File: src/hdl/dsd_pkg.sv
package dsd_pkg;

  localparam int MAX_SUMS  = 1024;
  localparam int MAX_FACES = 256;

  localparam int SUM_AW  = $clog2(MAX_SUMS);
  localparam int USED_W  = $clog2(MAX_SUMS + 1);
  localparam int NU_W    = USED_W + 1;
  localparam int FACES_W = 9;
  localparam int CNT_W   = 64;
  localparam int PCT_W   = 7;

  localparam logic [PCT_W-1:0] PCT_FULL = 7'd100;

  typedef enum logic [1:0] {
    CMD_CLEAR  = 2'd0,
    CMD_ADJUST = 2'd1,
    CMD_ROLL   = 2'd2,
    CMD_QUERY  = 2'd3
  } cmd_t;

  typedef enum logic [2:0] {
    ST_DONE       = 3'd0,
    ST_CERTAIN    = 3'd1,
    ST_IMPOSSIBLE = 3'd2,
    ST_CHANCE     = 3'd3,
    ST_ERROR      = 3'd4
  } status_t;

  typedef enum logic [2:0] {
    S_INIT,
    S_IDLE,
    S_RCHK,
    S_ROLL,
    S_QRY,
    S_PCT,
    S_DONE
  } state_t;

endpackage

File: src/hdl/dsd_pct.sv
module dsd_pct (
  input  logic                            clk,
  input  logic                            rst,
  input  logic                            start,
  input  logic [dsd_pkg::CNT_W-1:0]       part,
  input  logic [dsd_pkg::CNT_W-1:0]       whole,
  output logic                            done,
  output logic [dsd_pkg::PCT_W-1:0]       quo
);

  // floor(part*100/whole): 100 steps of compare and subtract
  logic                          busy;
  logic [dsd_pkg::PCT_W-1:0]     cnt;
  logic [dsd_pkg::CNT_W-1:0]     rem;
  logic [dsd_pkg::CNT_W-1:0]     diff;
  logic [dsd_pkg::CNT_W-1:0]     step;

  always_ff @(posedge clk) begin
    if (rst) begin
      busy <= 1'b0;
      done <= 1'b0;
      cnt  <= '0;
    end else begin
      done <= 1'b0;
      if (start) begin
        rem  <= '0;
        diff <= whole - part;
        step <= part;
        if (part >= whole) begin
          quo  <= dsd_pkg::PCT_FULL;
          done <= 1'b1;
        end else begin
          quo  <= '0;
          cnt  <= dsd_pkg::PCT_FULL;
          busy <= 1'b1;
        end
      end else if (busy) begin
        if (rem >= diff) begin
          rem <= rem - diff;
          quo <= quo + 1'b1;
        end else begin
          rem <= rem + step;
        end
        cnt <= cnt - 1'b1;
        if (cnt == 7'd1) begin
          busy <= 1'b0;
          done <= 1'b1;
        end
      end
    end
  end

endmodule

File: config.mk
export PLATFORM = sky130hd
export DESIGN_NAME = dsd_pct
export DESIGN_NICKNAME = d
export VERILOG_FILES = /design/src/hdl/dsd_pkg.sv /design/src/hdl/dsd_pct.sv
export SDC_FILE = /design/constraint.sdc
export NUM_CORES = 1
export LEC_CHECK = 0
export BUFFER_PORTS_ARGS = -buffer_cell sky130_fd_sc_hd__buf_4
export CORE_AREA = 2 2 210 212
export DETAILED_ROUTE_END_ITERATION = 7
export DIE_AREA = 0 0 212 214
export PLACE_DENSITY = 0.7
export SYNTH_ARGS = -nofsm -noshare
export SYNTH_HDL_FRONTEND = slang
export SYNTH_SLANG_ARGS = --single-unit
File: constraint.sdc
create_clock -name clk -period 19.6 [get_ports clk]
set_clock_uncertainty 0.15 [all_clocks]
set_input_delay 0 -clock clk [delete_from_list [all_inputs] [get_ports clk]]
set_output_delay 0 -clock clk [all_outputs]
set_load 0.05 [all_outputs]
# Yosys cells after proc, flatten, opt, wreduce, memory -nomap -nowiden
# Index checks and enable logic that the tools add are counted.
op_classes:
  add_sub_neg: 5
  magnitude_cmp: 2
  n_eq_ne: 2
  muxes: 17
  n_bitwise: 1
  n_reduce_logical: 6
ops:
  columns: ["op", "n"]
  rows:
  - ["greater-or-equal comparator 64 bit", 2]
  - ["2-to-1 mux 64 bit", 2]
  - ["subtractor 64 bit", 2]
  - ["adder 64 bit", 1]
  - ["2-to-1 mux 7 bit", 7]
  - ["2-to-1 mux 1 bit", 8]
  - ["adder 7 x 1 -> 7 bit (second input constant)", 1]
  - ["== test 7 x 1 -> 1 bit (second input constant)", 1]
  - ["subtractor 7 x 1 -> 7 bit (second input constant)", 1]
  - ["AND reduction 2 bit", 3]
  - ["nonzero test 2 bit", 2]
  - ["AND reduction 3 bit", 1]
  - ["!= test 2 bit (second input constant)", 1]
  - ["NOT 1 bit", 1]
totals:
  ff_bits: 208
  in_bits: 131
  out_inout_bits: 8
  word_cells: 40

# Logic depth before layout (Yosys ltp)
depth:
  ltp_word: 4
  ltp_mapped: 17
  ltp_nobuf: 15

# Least setup slack after synthesis
# No wires, ideal clock.
synth_timing:
  path_type: "input to register"
  start: "in start"
  end: "reg diff[0] in the netlist's numbering (enable)"
  setup_ns: 0.617
  arrival_time_ns: 5.534
  required_ns: 18.833
  slack_ns: 13.299
  stages: 2
  path_buffers: 0
  path_cell_list: "clkinv_1 > nor2_1"
synth_via:
  elab_chain_len: 1
synth_lines:
  columns: ["item", "line_no", "source"]
  rows:
  - ["start: declaration", "dsd_pct.sv:4", "input logic start,"]
  - ["AND reduction 2 bit (no line)", null, null]
  - ["end signal: assignment", "dsd_pct.sv:27", "diff <= whole - part;"]
  - ["end: declaration", "dsd_pct.sv:15", "logic [dsd_pkg::CNT_W-1:0] diff;"]
# Every way passes these cells.
# A chain may end at the register's enable or synchronous reset.

# Worst setup path in the final report
layout_timing:
  start: "in part[0] in the netlist's numbering"
  end: "reg diff[58] in the netlist's numbering (data pin)"
layout_via:
  elab_chain_len: 1
layout_lines:
  columns: ["item", "line_no", "source"]
  rows:
  - ["start: declaration", "dsd_pct.sv:5", "input logic [dsd_pkg::CNT_W-1:0] part,"]
  - ["subtractor 64 bit", "dsd_pct.sv:27", null]
# Every way passes these cells.

==> results.txt <==
- The flow ran to the end, and the final reports show no timing, DRC or antenna violations.
- Longest Clk Path Bufs: 3
* Root cell of the clock tree: clkbuf_16
- The first TritonRoute pass finished after 5 iterations.
* Antenna diode count: 0
* WL met1: 25500 um
- In this run the top signal layer used is met4.
- The Yosys step of the flow raised 0 warnings.
* Clock H-tree levels: 1
* Commonest register cell after synthesis: edfxtp_1
- The synthesized design contains 199 enable-type register cells.
- In the finished design, the share of the clock period the worst path needs comes to 0.264.
* Startpoint of the lowest-slack hold path: part[35]
- Achievable Freq: 193 MHz
- The clock reaches the later pin of the worst-skew pair after 0.56 ns.
* Met2 wire len: 26900 um
- Synthesized instance count: 2243
* IO Port Bufs: 138
* Top fanout value on the critical path: 5
- Via count of the first global-routing pass: 17178
- Summed over all cells, the static leakage comes to 0.00993 uW.
- Dividing the detail-routed wire length by the instance count gives 18.7 um.
* First-pass GRT wire length: 90700 um
* Placer's final routability congestion estimate: 0.955
- The count of nets left with antenna violations once routing finished came out at 0.
- Core box area: 42900 um2
- Cell depth of the worst min-delay path: 2
- Gates resized during post-CTS repair numbered 0.
- Max Transition Viols Final: 0
* Hold worst-path end: step[35]$_DFFE_PP_
* Top cells by area, synth: edfxtp_1, ha_1, a21oi_1
* Fin nets: 2793
- Summed over all nets, wire length on met3 after detailed routing comes to 3200 um.
- Number of register bits inferred by synthesis: 208
* Slew at the pin with the worst max-slew slack: 1.10 ns
- Most frequently used cell type in the post-synthesis netlist: a21oi_1
* Setup Slack @ Placement: 14.83 ns
* Arr. time, crit path: 5.34 ns
- TritonCTS built the clock tree.
* Syn_area_per_cell: 8.54 um2
- Buffer count from post-CTS setup fixing: 0
* Multi-input gate area: 11900 um2
- Overall global routing resource usage: 0.248
- Number of filler instances in the final layout: 3880
- The total overflow left after global routing is 0.
* Hold buffer count at cts: 145
- Worst slew margin: 0.259
- Initial antenna violation count: 0
- The detailed router placed 17869 vias in this run.
- During I/O placement, the number of pins put on the boundary was 139.
- Number of nets produced by synthesis: 2571
* Die span in x: 212 um
* Wirelength, routed: 57400 um
* Most area-hungry cell type in the Yosys netlist: edfxtp_1
- The die covers 45400 um2.
* Vertical die dimension: 214 um
- Ratio of routed vias to standard cells: 5.83
* Initial drt markers: 1603
- Measured in cells, the most critical reg-to-reg path has a length of 15.
- Max-cap violations in this run came to 0.
- Counting the buffers created by CTS gives 27.
- Of the cells placed in the final design, the portion with a size suffix greater than 1 is 0.0874.
- After synthesis the cells add up to 19100 um2.
- Area used by sequential logic in the layout: 6160 um2
* Clock slew at the register clock pins of the worst setup and hold paths: 0.06 ns
* Top post-synthesis cells by count: a21oi_1, nor2_1, edfxtp_1
* Power density over the cells: 87.7 nW/um2
- Post-route minimum period: 5.18 ns
- Share of Yosys cell area claimed by the top area cell type: 0.312
- Classification of the worst setup path: in -> reg
* Critical R2R Launch: rem[0]$_SDFFCE_PP0P_
- The clock net in this run drives a total of 208 sinks.
* Maximum number of pins on one net before global-route repair: 65
- For this run, design rule violations remaining after detail routing come to 0.
- Sequential element share of the synthesized area: 0.321
- Proportion of synthesized flip-flops having asynchronous set or reset: 0
- VDD sags by at most 0.0000669 V.
* Least setup slack across all paths after layout: 14.42 ns
- The wire-length estimate of the detail-placed layout is 43500 um.
- The setup check on the worst reg-to-reg path leaves a slack of 14.81 ns.
* Area growth syn-to-layout: 19.3%
* Startpoint Class: input pin
- For the worst setup path, the data required time is 19.76 ns.
* Worst reg2reg path endpoint: rem[59]$_SDFFCE_PP0P_
- Worst hold-check path type: in -> reg
- For this configuration, the core starts out at a cell density of 0.447.
- Critical path capture point type: flop
- Standard-cell row count: 76
- Counting distinct cell types in the post-synthesis netlist gives 80.
* Number of failing setup endpoints in the final timing report: 0
* RSZ-0062 raised after global routing: no
- The final-report hold violation count came to 0.
* Total Neg Setup Slack: 0 ns
==> layout make-up <==
cell class | count | area share
Clock inverter | 8 | 0.00296
Clock buffer | 38 | 0.0314
Multi-Input combinational cell | 1740 | 0.521
Inverter | 199 | 0.0327
Tap cell | 585 | 0.0320
Sequential cell | 208 | 0.269
Timing Repair Buffer | 289 | 0.111
==> power breakdown <==
part	switching [uW]	internal, uW	leakage [uW]
Combinational	564	389	0.00759
Sequential	28.6	561	0.00196
Clock	195	265	0.000377
Total	788	1210	0.00993
==> sequential cells by signal, indices dropped and copies added, names as in the netlist <==
register / flops
quo: 7
busy: 1
rem: 64
done: 1
cnt: 7
step: 64
diff: 64
==> critical path, cell delays in order <==
cell           delay (ns)
dlygate4sd3_1        0.55
buf_4                0.14
ha_1                 0.24
fa_1                 0.43
nor2b_1              0.22
o31ai_1              0.15
a21oi_1              0.30
o22ai_1              0.28
o41ai_2              0.74
a31oi_1              0.36
o21ai_1              0.51
a211oi_1             0.16
nor2_1               0.35
a221oi_1             0.17
xnor2_1              0.16
dlygate4sd3_1        0.56
==> routing by layer <==
metal / GRT usage / vias up
met5: 0 / -
met4: 0.0789 / 0
met3: 0.0185 / 105
met2: 0.414 / 620
met1: 0.342 / 8491
li1: - / 8653
==> cell families (layout without fill, tap and decap cells) <==
kind of cell	Yosys count	in the layout	synth area share
XOR/XNOR	180	180	0.0823
buffers and inverters	295	534	0.0583
AO/OA/AOI/OAI	759	759	0.257
multiplexers	7	7	0.00366
AND/OR/NAND/NOR	597	597	0.147
adder cells (fa/ha/maj)	197	197	0.130
flip-flops	208	208	0.321
==> worst max path at each step <==
stage	cells past startpoint	end	from	slack, ns
after floorplan	2	diff[0]$_DFFE_PP_	start	13.30
after global placement	15	rem[59]$_SDFFCE_PP0P_	rem[0]$_SDFFCE_PP0P_	14.93
after detailed placement	15	rem[59]$_SDFFCE_PP0P_	rem[0]$_SDFFCE_PP0P_	14.83
after CTS	16	diff[58]$_DFFE_PP_	part[0]	14.52
after global routing	16	diff[58]$_DFFE_PP_	part[0]	14.20
final	16	diff[58]$_DFFE_PP_	part[0]	14.42
==> layout by cell type, fill, tap and decap left out, types with 6 or more instances in the layout <==
cell type,netlist,final
a21oi_1,257,257
nor2_1,210,208
edfxtp_1,199,199
inv_1,198,198
ha_1,194,194
dlygate4sd3_1,0,145
buf_4,0,144
nand2_1,141,141
o21ai_0,124,124
xnor2_1,119,119
a21o_1,112,112
xor2_1,61,61
nand4_1,57,57
o21bai_1,43,43
nand3_1,36,36
clkbuf_16,0,27
a31oi_1,26,26
o22ai_1,25,25
and3_1,24,24
a211oi_1,24,24
nor3_1,23,23
nor2b_1,22,22
nand2b_1,21,21
o21a_1,18,18
o211ai_1,16,16
and2_1,15,15
or3_1,15,15
o31ai_1,12,12
a21boi_0,12,12
clkbuf_1,84,11
or2_2,10,10
a221oi_1,10,10
dfxtp_1,9,9
a211o_1,8,8
nor4_1,7,7
mux2i_1,7,7
o221ai_1,6,6
o21ai_1,6,6
o31a_1,6,6
==> stage by stage <==
stage / util / hold slack (ns) / total power, uW / cells / cell area (um2)
global placement: 0.481 / 0.0369 / 1480 / 2876 / 20600
CTS: 0.533 / 0.00231 / 1990 / 3067 / 22800
finish: 0.533 / 0.0178 / 2000 / 3067 / 22800
floorplan: - / -0.0809 / 1270 / 2243 / 19100
detailed placement: 0.481 / 0.0388 / 1490 / 2876 / 20600
global route: 0.533 / 0.0157 / 2120 / 3067 / 22800
No activity file was read; power rests on OpenSTA's default activity.
